<file path="src/rtl/core/dis_pkg.sv">
// Shared types and constants for the date insertion sorter.
package dis_pkg;

    localparam int TABLE_DEPTH = 32;
    localparam int DAY_W       = 5;
    localparam int MONTH_W     = 4;
    localparam int YEAR_W      = 14;
    localparam int KEY_W       = YEAR_W + MONTH_W + DAY_W;

    // Packed so that unsigned order is year, then month, then day.
    typedef logic [KEY_W-1:0] t_key;

    typedef enum logic [0:0] {
        ST_IDLE,
        ST_DRAIN
    } t_state;

    typedef struct packed {
        logic insert;
        logic shift;
    } t_cell_cmd;

endpackage

</file>
<file path="src/rtl/core/date_insertion_sorter_unit.sv">
// Date insertion sorter: a row of compare-and-shift cells with a drain controller.
//
// Input: a transaction is taken at a rising edge where start is high and busy is
// low. Each date is inserted into a sorted row of TABLE_DEPTH cells at that same
// edge; all cells compare against the new key at once, so a new date may follow
// in the very next cycle while no run is being emitted.
// When the date carries i_final_item, busy goes high in the next cycle and the
// stored dates leave the row one per cycle, smallest first, on o_out_* with
// o_strobe high, as the row shifts toward cell 0; a run holds as many dates as
// are stored (1 to TABLE_DEPTH). o_end_of_run marks the last date, and busy
// falls in the cycle after it. Dates arriving while the row is full are dropped;
// o_dropped_some is then high on every result of that run.
// The receiver cannot stall: every result is valid for exactly one cycle.
// Reset (synchronous, active low) empties the row and clears the drop flag;
// the block can take a transaction in the first cycle after reset.
module date_insertion_sorter_unit
    import dis_pkg::*;
(
    input  logic                 i_clk,
    input  logic                 i_rst_n,
    input  logic                 start,
    output logic                 busy,
    input  logic [DAY_W-1:0]     i_day,
    input  logic [MONTH_W-1:0]   i_month,
    input  logic [YEAR_W-1:0]    i_year,
    input  logic                 i_final_item,
    output logic                 o_strobe,
    output logic [DAY_W-1:0]     o_out_day,
    output logic [MONTH_W-1:0]   o_out_month,
    output logic [YEAR_W-1:0]    o_out_year,
    output logic                 o_end_of_run,
    output logic                 o_dropped_some
);

    t_state    r_state;
    t_state    n_state;
    logic      r_overflow;
    logic      n_overflow;
    logic      w_accept;
    logic      w_full;
    t_key      w_new_key;
    t_cell_cmd w_cmd;

    t_key w_key   [TABLE_DEPTH];
    logic w_valid [TABLE_DEPTH];
    logic w_gt    [TABLE_DEPTH];

    assign w_new_key = {i_year, i_month, i_day};
    assign w_accept  = start && !busy;
    assign w_full    = w_valid[TABLE_DEPTH-1];

    for (genvar g = 0; g < TABLE_DEPTH; g++) begin : g_cell
        t_key l_left_key;
        logic l_left_valid;
        logic l_left_gt;
        t_key l_right_key;
        logic l_right_valid;

        if (g == 0) begin : g_head
            assign l_left_key   = w_new_key;
            assign l_left_valid = 1'b1;
            assign l_left_gt    = 1'b0;
        end else begin : g_body
            assign l_left_key   = w_key[g-1];
            assign l_left_valid = w_valid[g-1];
            assign l_left_gt    = w_gt[g-1];
        end

        if (g == TABLE_DEPTH - 1) begin : g_tail
            assign l_right_key   = w_key[g];
            assign l_right_valid = 1'b0;
        end else begin : g_mid
            assign l_right_key   = w_key[g+1];
            assign l_right_valid = w_valid[g+1];
        end

        dis_cell u_cell (
            .i_clk         (i_clk),
            .i_rst_n       (i_rst_n),
            .i_cmd         (w_cmd),
            .i_key         (w_new_key),
            .i_left_key    (l_left_key),
            .i_left_valid  (l_left_valid),
            .i_left_gt     (l_left_gt),
            .i_right_key   (l_right_key),
            .i_right_valid (l_right_valid),
            .o_key         (w_key[g]),
            .o_valid       (w_valid[g]),
            .o_gt          (w_gt[g])
        );
    end

    always_ff @(posedge i_clk) begin
        if (!i_rst_n) begin
            r_state    <= ST_IDLE;
            r_overflow <= 1'b0;
        end else begin
            r_state    <= n_state;
            r_overflow <= n_overflow;
        end
    end

    always_comb begin
        n_state      = r_state;
        n_overflow   = r_overflow;
        w_cmd        = '0;
        busy         = 1'b0;
        o_strobe     = 1'b0;
        o_end_of_run = 1'b0;
        unique case (r_state)
            ST_IDLE: begin
                if (w_accept) begin
                    w_cmd.insert = !w_full;
                    if (w_full) begin
                        n_overflow = 1'b1;
                    end
                    if (i_final_item) begin
                        n_state = ST_DRAIN;
                    end
                end
            end
            ST_DRAIN: begin
                busy         = 1'b1;
                o_strobe     = 1'b1;
                w_cmd.shift  = 1'b1;
                o_end_of_run = !w_valid[1];
                if (!w_valid[1]) begin
                    n_state    = ST_IDLE;
                    n_overflow = 1'b0;
                end
            end
            default: begin
                n_state = ST_IDLE;
            end
        endcase
    end

    assign o_out_day      = w_key[0][DAY_W-1:0];
    assign o_out_month    = w_key[0][DAY_W +: MONTH_W];
    assign o_out_year     = w_key[0][KEY_W-1 -: YEAR_W];
    assign o_dropped_some = r_overflow;

`ifndef NO_ASSERTIONS
    a_strobe_has_entry: assert property (@(posedge i_clk) disable iff (!i_rst_n)
        o_strobe |-> w_valid[0])
        else $error("result emitted from an empty cell");

    a_run_ends: assert property (@(posedge i_clk) disable iff (!i_rst_n)
        (o_strobe && o_end_of_run) |=> (!busy && !o_strobe && !w_valid[0]))
        else $error("row not empty after the end of a run");

    a_final_starts_run: assert property (@(posedge i_clk) disable iff (!i_rst_n)
        (w_accept && i_final_item) |=> (o_strobe && busy))
        else $error("final transaction did not start a run");
`endif

endmodule

</file>
<file path="src/rtl/core/dis_cell.sv">
// One slot of the sorting chain: holds a key and moves it up or down the row.
module dis_cell
    import dis_pkg::*;
(
    input  logic      i_clk,
    input  logic      i_rst_n,
    input  t_cell_cmd i_cmd,
    input  t_key      i_key,
    input  t_key      i_left_key,
    input  logic      i_left_valid,
    input  logic      i_left_gt,
    input  t_key      i_right_key,
    input  logic      i_right_valid,
    output t_key      o_key,
    output logic      o_valid,
    output logic      o_gt
);

    t_key r_key;
    t_key n_key;
    logic r_valid;
    logic n_valid;

    // Strict compare keeps the insertion stable: equal keys stay ahead.
    assign o_gt = !r_valid || (r_key > i_key);

    always_comb begin
        n_key   = r_key;
        n_valid = r_valid;
        if (i_cmd.shift) begin
            n_key   = i_right_key;
            n_valid = i_right_valid;
        end else if (i_cmd.insert && o_gt) begin
            // The first greater slot takes the new key, the rest take their left neighbor.
            n_key   = i_left_gt ? i_left_key : i_key;
            n_valid = r_valid | i_left_valid;
        end
    end

    always_ff @(posedge i_clk) begin
        if (!i_rst_n) begin
            r_valid <= 1'b0;
        end else begin
            r_valid <= n_valid;
        end
    end

    always_ff @(posedge i_clk) begin
        r_key <= n_key;
    end

    assign o_key   = r_key;
    assign o_valid = r_valid;

endmodule

</file>
<file path="config.mk">
export PLATFORM = sky130hd
export DESIGN_NAME = date_insertion_sorter_unit
export DESIGN_NICKNAME = d
export VERILOG_FILES = /design/src/rtl/core/dis_pkg.sv /design/src/rtl/core/date_insertion_sorter_unit.sv /design/src/rtl/core/dis_cell.sv
export SDC_FILE = /design/constraint.sdc
export NUM_CORES = 2
export LEC_CHECK = 0
export ABC_AREA = 1
export BUFFER_PORTS_ARGS = -buffer_cell sky130_fd_sc_hd__buf_2
export CORE_MARGIN = 2
export CORE_UTILIZATION = 56
export DETAILED_ROUTE_END_ITERATION = 10
export GPL_TIMING_DRIVEN = 0
export PLACE_DENSITY_LB_ADDON = 0.12
export SYNTH_ARGS = -nofsm -noshare
export SYNTH_HDL_FRONTEND = slang
export SYNTH_SLANG_ARGS = --single-unit
</file>
<file path="constraint.sdc">
create_clock -name i_clk -period 3.3 [get_ports i_clk]
set_input_delay 0.165 -clock i_clk [delete_from_list [all_inputs] [get_ports i_clk]]
set_output_delay 0.165 -clock i_clk [all_outputs]
set_load 0.01 [all_outputs]
</file>
# Yosys cells after proc, flatten, opt, wreduce, memory -nomap -nowiden
# Cells that the tools add are included.
# W data, S select, Z words.
[classes] n_eq_ne=3 n_bitwise=34 reduce_logical=132 mux=167 order_cmp=32
[op_table] operator="$mux W23" count=93
[op_table] operator="$gt A23 B23 Y1" count=32
[op_table] operator="$mux W1" count=72
[op_table] operator="$reduce_bool A2 Y1" count=31
[op_table] operator="$logic_and A1 B1 Y1" count=33
[op_table] operator="$logic_not A1 Y1" count=33
[op_table] operator="$logic_or A1 B1 Y1" count=32
[op_table] operator="$or A1 B1 Y1" count=31
[op_table] operator="$ne A2 B2 Y1 const B" count=2
[op_table] operator="$pmux W1 S2" count=2
[op_table] operator="$not A1 Y1" count=3
[op_table] operator="$reduce_and A3 Y1" count=1
[op_table] operator="$ne A2 B1 Y1 const B" count=1
[op_table] operator="$reduce_and A2 Y1" count=1
[op_table] operator="$reduce_or A2 Y1" count=1
[totals] wordCells=434 ff_bits=770 input_bits=27

# Logic depth before layout (Yosys ltp)
[depth] ltp_word=8 ltp_mapped=17

# Cells and area by module
# Synthesis repeated with hierarchy kept, for this count alone.
[unflattened] hier_cells=7453 hier_area_um2=61836.8
[modules_own_cells] module="dis_cell at g_cell[0].u_cell ..." n_inst=30 area_each_um2=1928.1 seq_area_each_um2=710.7 cells_each=232
[modules_own_cells] module="dis_cell at g_cell[8].u_cell ..." n_inst=2 area_each_um2=1943.1 seq_area_each_um2=710.7 cells_each=238
[modules_own_cells] module="date_insertion_sorter_unit" n_inst=1 area_each_um2=107.6 seq_area_each_um2=40.0 cells_each=17

# Worst setup path before layout
# Ideal clock, no wire load.
[synth_timing] kind="input to register" from="input i_year[5]" to="register g_cell[0].u_cell.r_key[0] (enable)" cell_stages=14 n_path_buf=2 setup_slack_ns=-0.037 required_time_ns=2.920 t_arrival_ns=2.957 path_cell_list="inv_1 clkbuf_1 ha_1 nand2_1 nor2_1 nand2_1 nor2_1 nand2_1 nand3_1 nand2_2 nand2_4 buf_4 nand2_1 nand2_1"
[synth_between] elab_chain_cells=4
[synth_rtl] item="start: declaration" line="date_insertion_sorter_unit.sv:25" rtl="input logic [YEAR_W-1:0] i_year,"
[synth_rtl] item="$gt A23 B23 Y1" line="dis_cell.sv:25" rtl="assign o_gt = !r_valid || (r_key > i_key);"
[synth_rtl] item="$logic_or A1 B1 Y1" line="dis_cell.sv:25"
[synth_rtl] item="$logic_and A1 B1 Y1" line="dis_cell.sv:33" rtl="end else if (i_cmd.insert && o_gt) begin"
[synth_rtl] item="$reduce_bool A2 Y1 (no source line)"
[synth_rtl] item="end signal: assignment" line="dis_cell.sv:49" rtl="r_key <= n_key;"
[synth_rtl] item="end: declaration" line="dis_cell.sv:19" rtl="t_key r_key;"
# No other way between the ends.
# A chain may end at the register's enable or synchronous reset.

# Worst setup path after layout
[layout_timing] from="input i_year[5]" to="register g_cell[0].u_cell.r_key[12] (enable)"
# Same word-level chain as after synthesis.

==> results.py <==
metrics = {
    "layout": {
        "syn2layout_area_growth_pct": 9.28,
        "mostFrequentLayoutCells": "nand2_1, nand3_1, inv_1",
        "final_area_um2": 66800,
        "drive_gt1_share_pct": 7.61,
        "nNetsFinal": 8963,
        "n_fill_cell": 9741,
        "final_common_cell": "nand2_1",
    },
    "floorplan": {
        "num_io_pins": 54,
        "start_util_pct": 56.3,
        "dieArea_um2": 112000,
        "fp.dieH_um": 334,
        "coreArea_um2": 109000,
        "die_w_um": 334,
        "num_rows": 121,
    },
    "sta": {
        "hold_viol": 0,
        "worst_slack_ns": 0.0178,
        "setup_tns_ns": 0,
        "skew_ns": 0.0380,
        "rsz0062_at_grt": "no",
        "setup_viol": 0,
        "drv_slew": 0,
        "max_freq_mhz": 305,
        "slew_headroom_pct": 0.00630,
        "worstMarginPinSlew_ns": 1.50,
        "final.period_utilization_pct": 99.5,
        "fin_crit_ns": 3.28,
    },
    "placed_design": {
        "dpl_worst_slack_ns": -1.16,
        "gp_congestion": 0.978,
        "dp_hpwl_mm": 170,
        "place_area_um2": 63600,
        "portBuffers": 53,
    },
    "worst_hold_path": {
        "min_path_type": "in -> reg",
        "hold_depth": 5,
        "hp-start": "i_year[9]",
    },
    "detailed_routing": {
        "first_iter_violations": 7528,
        "drc": 0,
        "num_vias": 58300,
        "via_per_inst": 6.00,
        "routedWlPerCell_um": 23.2,
        "finalWirelength_mm": 225,
        "ant_nets": 0,
        "dr.pass1.iters": 8,
    },
    "clock_network": {
        "worstSkewPairLatency_ns": 0.71,
        "cts_tree": "yes",
        "htree_num_levels": 3,
        "cts_root_buf": "clkbuf_16",
        "cts.clk_slew.worst_paths_ns": 0.06,
        "cts_max_path_buffers": 3,
        "cts_made_buffers": 93,
        "cts_num_sinks": 770,
    },
    "critical_path": {
        "crit_type": "in -> reg",
        "crit_path_max_fanout": 26,
        "crit_required_ns": 3.63,
        "worst_r2r_path_depth": 8,
        "timing.rr.start": "r_state$_SDFF_PN0_",
        "cp-start-kind": "input pin",
        "crit_path_end_kind": "register",
        "cp-startpoint": "i_year[5]",
        "crit_arrival_ns": 3.61,
    },
    "global_routing": {
        "met3_usage_pct": 9.47,
        "grt_overflow": 0,
        "grt.busiest_layer": "met2",
        "grt_pass1_wl_mm": 330,
        "antenna_found_initial": 4,
        "grt_start_max_net_pins": 41,
        "grt_pass1_vias": 53900,
        "met1_usage_pct": 53.4,
        "grt_use_met2_pct": 59.5,
        "track_usage_pct": 39.3,
    },
    "synthesis": {
        "netlist_area_um2": 61200,
        "yosysSeqAreaShare_pct": 37.3,
        "yosys_warnings": 0,
        "syn_nets": 8773,
        "avgSynthCellArea_um2": 7.61,
        "syn_inst": 8033,
        "ys_seq_elements": 770,
        "yosysUniqueCellTypes": 32,
    },
    "power": {
        "p_leak_uw": 0.0334,
        "p_per_area_nw_per_um2": 651,
        "power_uw": 43500,
        "ir_worst_vdd_v": 0.000441,
    },
    "run_status": {
        "status": "finished, violations left",
        "violations": "max-capacitance violations",
    },
    "job": {
        "drv_cap": 1,
    },
}
-- critical path: stages --
cell      delay, ns
buf_2          0.12
inv_1          0.36
clkbuf_4       0.55
buf_12         0.28
ha_1           0.21
nand2_1        0.08
nor2_1         0.26
nand2_1        0.09
nor2_1         0.13
nand2_1        0.07
nand3_1        0.09
nand2_2        0.16
nand2_4        0.15
buf_4          0.19
nand2_1        0.08
nand2_2        0.51
-- state kept, by name, indices dropped and copies added (netlist names) --
register	flops
g_cell.u_cell.o_key	736
g_cell.u_cell.o_valid	32
o_dropped_some	1
r_state	1
-- synth_stat cells --
master / n / area (um^2)
inv_4: 1 / 6.26
and3_1: 1 / 6.26
nor2_2: 42 / 263
nand4_1: 21 / 131
nand3_2: 21 / 210
nand2_2: 29 / 181
nor2_1: 235 / 882
nand4_2: 1 / 12.5
buf_1: 29 / 109
clkbuf_1: 201 / 754
o21ai_0: 414 / 2070
inv_1: 1144 / 4290
buf_6: 74 / 833
inv_2: 1 / 3.75
nor2_4: 9 / 101
nand2_4: 40 / 450
nor3_1: 6 / 30.0
nor3_2: 5 / 50.1
edfxtp_1: 736 / 22100
nand3_1: 1398 / 7000
o22ai_1: 2 / 12.5
nand3b_1: 9 / 67.6
a21o_1: 32 / 240
buf_2: 87 / 435
o21bai_1: 2 / 15.0
o31ai_1: 1 / 7.51
a21oi_1: 243 / 1220
nand2_1: 2100 / 7880
buf_4: 69 / 518
dfxtp_1: 34 / 681
ha_1: 713 / 8920
o21ai_1: 333 / 1670
-- path summary, 6_finish.rpt --
check | to | slack (ns)
setup / recovery | g_cell[0].u_cell.o_key[12]$_DFFE_PP_ | 0.02
hold / removal | g_cell[2].u_cell.o_key[18]$_DFFE_PP_ | 0.20
hold reg to reg | g_cell[30].u_cell.o_key[11]$_DFFE_PP_ | 0.54
setup reg to reg | g_cell[30].u_cell.o_key[22]$_DFFE_PP_ | 0.24
-- report_power, final --
part / switching (uW) / total [uW] / internal, uW / leakage [uW]
clock network: 4520 / 10100 / 5610 / 0.00139
logic: 12100 / 17800 / 5710 / 0.0246
registers: 1370 / 15600 / 14200 / 0.00745
-- final cells by class --
class / count / area, um^2 / share of cell area [%]
Antenna cell: 3 / 7.51 / 0.0112
Tap cell: 1414 / 1770 / 2.65
Inverter: 1146 / 4300 / 6.44
Buffer: 460 / 2740 / 4.10
Clock buffer: 122 / 2530 / 3.78
Multi-Input combinational cell: 5657 / 31500 / 47.1
Timing Repair Buffer: 95 / 886 / 1.33
Clock inverter: 42 / 322 / 0.481
Sequential cell: 770 / 22800 / 34.1
-- layer usage --
metal | part of all wire [%] | wire length [um]
met1 | 41 | 91300
met2 | 43 | 95800
met3 | 12 | 27100
met4 | 4.8 | 10900
met5 | 0.090 | 202
-- per-stage QoR --
| step | instances | utilization [%] | hold WS (ns) |
|---|---|---|---|
| 4_1_cts | 9706 | 61.5 | 0.125 |
| 3_3_place_gp | 9500 | 58.2 | 0.446 |
| 3_5_place_dp | 9516 | 58.6 | 0.463 |
| 2_1_floorplan | 8033 | - | 0.288 |
| 6_report | 9709 | 61.6 | 0.196 |
| 5_1_grt | 9706 | 61.6 | 0.193 |
-- cells by family after synthesis --
family                     after synthesis  share of synthesized area [%]
AOI/OAI and AO/OA                     1027                           8.55
adders and majority gates              713                           14.6
buffers and inverters                 1606                           11.4
DFF                                    770                           37.3
and+or+nand+nor                       3917                           28.2
-- what timing repair did --
item,CTS,global route
setup endpoints to repair,741,363
hold buffers,26,0
hold endpoints to repair,47,0
buffers inserted,0,0
gates resized for setup,18,18
(Power assumes the default switching activity.)
